--- src/sv/nmb_pkg.sv ---
`timescale 1ns / 1ps
// ----------------------------------------------------------------------------
// nmb_pkg
// shared widths, codes and pipeline types for the montgomery butterfly
// ----------------------------------------------------------------------------
package nmb_pkg;

  localparam int unsigned COEF_W = 32;
  localparam int unsigned MOD_W  = 31;
  localparam int unsigned PROD_W = 2 * COEF_W;
  localparam int unsigned CFG_W  = 32;

  // latency of the reduction pipeline
  localparam int unsigned MONT_LAT = 4;

  typedef enum logic [1:0] {
    OP_FWD   = 2'd0,
    OP_INV   = 2'd1,
    OP_SCALE = 2'd2
  } op_t;

  typedef enum logic [1:0] {
    CFG_MODULUS   = 2'd0,
    CFG_Q_INVERSE = 2'd1,
    CFG_SCALE     = 2'd2
  } cfg_idx_t;

  // side band that travels alongside the reduction
  typedef struct packed {
    op_t                      op;
    logic signed [COEF_W-1:0] u;
    logic signed [COEF_W-1:0] sum;
  } side_t;

endpackage

--- src/sv/nmb_mont_reduce.sv ---
`timescale 1ns / 1ps
// ----------------------------------------------------------------------------
// nmb_mont_reduce
// four-stage montgomery reduction of a signed 64-bit product, beta = 2^32
// ----------------------------------------------------------------------------
module nmb_mont_reduce
  import nmb_pkg::*;
(
  input  logic                      clk,
  input  logic                      rst,
  input  logic                      in_valid,
  input  logic signed [PROD_W-1:0]  prod,
  input  logic [MOD_W-1:0]          modulus,
  input  logic [COEF_W-1:0]         q_inverse,
  output logic                      out_valid,
  output logic [COEF_W-1:0]         result
);

  logic [COEF_W-1:0]           m_low;
  logic [COEF_W+MOD_W-1:0]     t_full;
  logic signed [PROD_W:0]      diff_full;
  logic signed [COEF_W:0]      r_hi;

  logic                        valid_a, valid_b, valid_c;
  logic signed [PROD_W-1:0]    prod_a, prod_b;
  logic [COEF_W-1:0]           m_a;
  logic [COEF_W+MOD_W-1:0]     t_b;
  logic signed [PROD_W:0]      diff_c;

  // m = low half of p * qinv
  assign m_low = COEF_W'(prod[COEF_W-1:0] * q_inverse);
  // t = m * q, below 2^63
  assign t_full = (COEF_W+MOD_W)'(m_a) * (COEF_W+MOD_W)'(modulus);
  // exact p - t
  assign diff_full = $signed({prod_b[PROD_W-1], prod_b})
                   - $signed({2'b00, t_b});
  assign r_hi = diff_c[PROD_W:COEF_W];

  always_ff @(posedge clk) begin
    if (rst) begin
      valid_a   <= 1'b0;
      valid_b   <= 1'b0;
      valid_c   <= 1'b0;
      out_valid <= 1'b0;
    end else begin
      valid_a   <= in_valid;
      valid_b   <= valid_a;
      valid_c   <= valid_b;
      out_valid <= valid_c;
    end
  end

  always_ff @(posedge clk) begin
    prod_a <= prod;
    m_a    <= m_low;
    prod_b <= prod_a;
    t_b    <= t_full;
    diff_c <= diff_full;
    // add q back when the quotient came out negative
    if (r_hi[COEF_W]) begin
      result <= r_hi[COEF_W-1:0] + {1'b0, modulus};
    end else begin
      result <= r_hi[COEF_W-1:0];
    end
  end

endmodule
--- config.mk ---
export PLATFORM = sky130hd
export DESIGN_NAME = nmb_mont_reduce
export DESIGN_NICKNAME = d
export VERILOG_FILES = /design/src/sv/nmb_pkg.sv /design/src/sv/nmb_mont_reduce.sv
export SDC_FILE = /design/constraint.sdc
export NUM_CORES = 2
export LEC_CHECK = 0
export ABC_AREA = 0
export BUFFER_PORTS_ARGS = -buffer_cell sky130_fd_sc_hd__clkbuf_2
export CORE_ASPECT_RATIO = 0.8
export CORE_UTILIZATION = 26
export CTS_CLUSTER_SIZE = 25
export DETAILED_ROUTE_END_ITERATION = 16
export PLACE_DENSITY_LB_ADDON = 0.15
export SYNTH_ARGS = -nofsm -noshare
export SYNTH_HDL_FRONTEND = slang
export SYNTH_SLANG_ARGS = --single-unit
--- constraint.sdc ---
create_clock -name clk -period 9 [get_ports clk]
set_input_delay 1.35 -clock clk [delete_from_list [all_inputs] [get_ports clk]]
set_output_delay 1.35 -clock clk [all_outputs]
set_load 0.02 [all_outputs]
==> flow_summary_export.csv <==
group,metric,value,unit
drt,vias,41600,
placed_design,place.detailed.hpwl,158,mm
sta,clock_skew,0.0475,ns
drt,ant_nets,1,
synthesis,synth_cell_types,78,
cts,cts_buffer_depth,3,
critical_path,critPathLaunchType,"primary input",
synthesis,synth_warnings,0,
finish,multi_input_area,46100,sq um
sta,maxSlewViolCount,0,
critical_path,crit_path_max_fanout,12,
finish,layout-drive-gt1-share,0.0785,
synthesis,synth-seq-area-share,0.100,
drt,via_per_inst,4.38,
status,violations,"antenna violations, design-rule violations",
grt,use_met3,0.0161,
job,cap_violations,0,
finish,areaGrowthSynthToFinish,11.5,%
grt,track_usage,0.171,
cts,cts_num_sinks,292,
cts,clk_latency,0.61,ns
finish,finish.utilization,0.292,
placed_design,io_buffers,162,
finish,final_common_cell,"inv_1",
synthesis,synth_area,58400,sq um
drt,wl,189,mm
synthesis,synthesis.nets,8244,
synthesis,synthesis.instances,6367,
grt,grt_pass1_vias,45700,
cts,post_cts_resize_count,0,
synthesis,synthFlopType,"dfxtp_1",
cts,cts_inserted_buffers,38,
sta,hold_viol,0,
cts,post-cts-setup-buffer-count,0,
floorplan,coreArea,223000,sq um
synthesis,async_flop_share,0,
finish,fill_cells,23700,
synthesis,yosysTopAreaCellShare,0.437,
grt,grt_use_met2,0.249,
critical_path,cp.required,9.48,ns
sta,rsz0062_at_grt,"false",
floorplan,rows,155,
grt,use_met1,0.274,
sta,worst_pin_slew,1.18,ns
synthesis,syn_area_per_cell,9.18,sq um
floorplan,pin_count,163,
synthesis,ys_ff_latch,292,
finish,fin_nets,8367,
placed_design,gp_congestion,0.827,
synthesis,synth_edf_count,0,
critical_path,cp.arrival,9.09,ns
critical_path,critPathKind,"primary input to flip-flop",
status,outcome,"complete, but fails checks",
finish,regArea,5850,sq um
floorplan,chipHeight,426,microns
floorplan,dieArea,227000,sq um
sta,finalCriticalPeriod,8.61,ns
floorplan,start_util,0.262,
critical_path,r2r_start,"m_a[9]",
grt,grt-ovfl-total,0,
sta,setup_viol,0,
synthesis,synthTopCellsByArea,"fa_1 44%, ha_1 10%, dfxtp_1 10%",
critical_path,crit_path_end_kind,"flip-flop",
synthesis,netlist.top_cell.by_area,"fa_1",
drt,drtIter0Drc,2539,
min_path,min_from,"prod_a[52]",
grt,busiest_layer,"met1",
grt,grt_pass1_wl,294,mm
cts,ctsHtreeMaxLevel,2,
cts,cts_hold_buffers,0,
grt,antenna_found_initial,17,
floorplan,die_x,532,microns
drt,avgRoutedWirePerCell,19.8,microns
sta,max_freq,0.116,GHz
cts,clk_pin_slew_worst_paths,0.07,ns
drt,drc_errors,12,
min_path,hold_class,"flip-flop to flip-flop",
cts,cts_root_buffer,"clkbuf_16",
finish,final_cell_mix,"1418 x inv_1, 1275 x fa_1, 868 x nand2_1, 737 x and2_1, 472 x ha_1",
grt,grt_max_degree,36,
cts,cts_tree,"built",
sta,relSlewSlack,0.216,
critical_path,cp-startpoint,"modulus[12]",
drt,dr.pass1.iters,11,
sta,fin_crit_sh,0.956,
-- registers in the layout, summed over array words and instances, names as in the netlist --
register and cells:
prod_a 64, prod_b 64, t_b 63, diff_c 33, m_a 32, result 32
out_valid 1, valid_a 1, valid_b 1, valid_c 1
-- synthesized netlist by cell type, types with 4 or more instances --
cell type	n
fa_1	1275
a221oi_1	6
ha_1	472
nor3_1	31
nor2b_1	19
o22ai_1	5
xnor2_1	145
a21oi_1	157
a21o_1	89
or3_1	6
and2_1	737
a211oi_1	19
nor2_1	92
and4_1	4
o21ai_0	48
o31ai_1	5
o21bai_1	23
a31oi_1	20
nand3_1	42
clkbuf_1	305
mux2_2	23
o2111ai_1	4
a211o_1	6
or2_2	6
and3_1	16
xor2_1	56
nor3b_1	4
o211a_1	5
nand4_1	21
nand2_1	868
o21a_1	27
inv_1	1418
dfxtp_1	292
o21ai_1	24
o211ai_1	11
nand2b_1	18
a21boi_0	5
-- final cells by class --
cell class	count	share of cell area
Antenna cell	9	0.000346
Clock buffer	43	0.0155
Clock inverter	27	0.00557
Inverter	1419	0.0818
Multi-Input combinational cell	4349	0.708
Sequential cell	292	0.0898
Tap cell	2983	0.0573
Timing Repair Buffer	390	0.0420
-- per-layer routing --
metal	up-vias	routed length, microns
li1	19100	-
met5	-	13
met1	21700	102000
met3	105	7050
met2	759	77200
met4	2	2050
-- critical path, cell delays in order --
cell,delay (ns)
clkbuf_2,0.36
buf_4,0.34
nand2_1,0.10
fa_1,0.52
fa_1,0.47
fa_1,0.52
fa_1,0.53
inv_1,0.06
fa_1,0.55
fa_1,0.42
fa_1,0.49
inv_1,0.05
fa_1,0.50
inv_1,0.06
ha_1,0.35
and3_1,0.23
nand3_1,0.16
nor2_1,0.12
buf_4,0.14
nand2_1,0.05
o211a_1,0.33
a21oi_1,0.48
nor3_1,0.15
o31ai_1,0.32
xor2_1,0.38
-- path summary, 6_finish.rpt --
path / endpoint / slack (ns) / depth (start not counted)
min: prod_b[52] / 0.30 / 0
max reg2reg: t_b[60] / 0.47 / 23
min reg2reg: prod_b[52] / 0.30 / 0
max: t_b[60] / 0.39 / 25
-- cells by family after synthesis --
family / synth area share
AO/OA/AOI/OAI: 0.0571
XOR/XNOR: 0.0301
adder cells (fa/ha/maj): 0.538
buffers and inverters: 0.111
flip-flops: 0.100
multiplexers: 0.00477
AND/OR/NAND/NOR: 0.159
-- metrics by stage --
step	hold WS [ns]	cell area [sq um]	setup slack [ns]	cells	TNS, ns
6_report	0.303	65100	0.392	9512	0
5_1_grt	0.311	65100	0.0194	9506	0
3_3_place_gp	0.311	63700	-0.261	9433	-0.367
2_1_floorplan	0.310	58400	0.784	6367	0
4_1_cts	0.298	65100	0.415	9503	0
3_5_place_dp	0.312	63700	-0.218	9433	-0.321
Power is left out: the tool's default activity adds up to more than one toggle a clock period on the data nets, which glitch-free logic cannot reach.
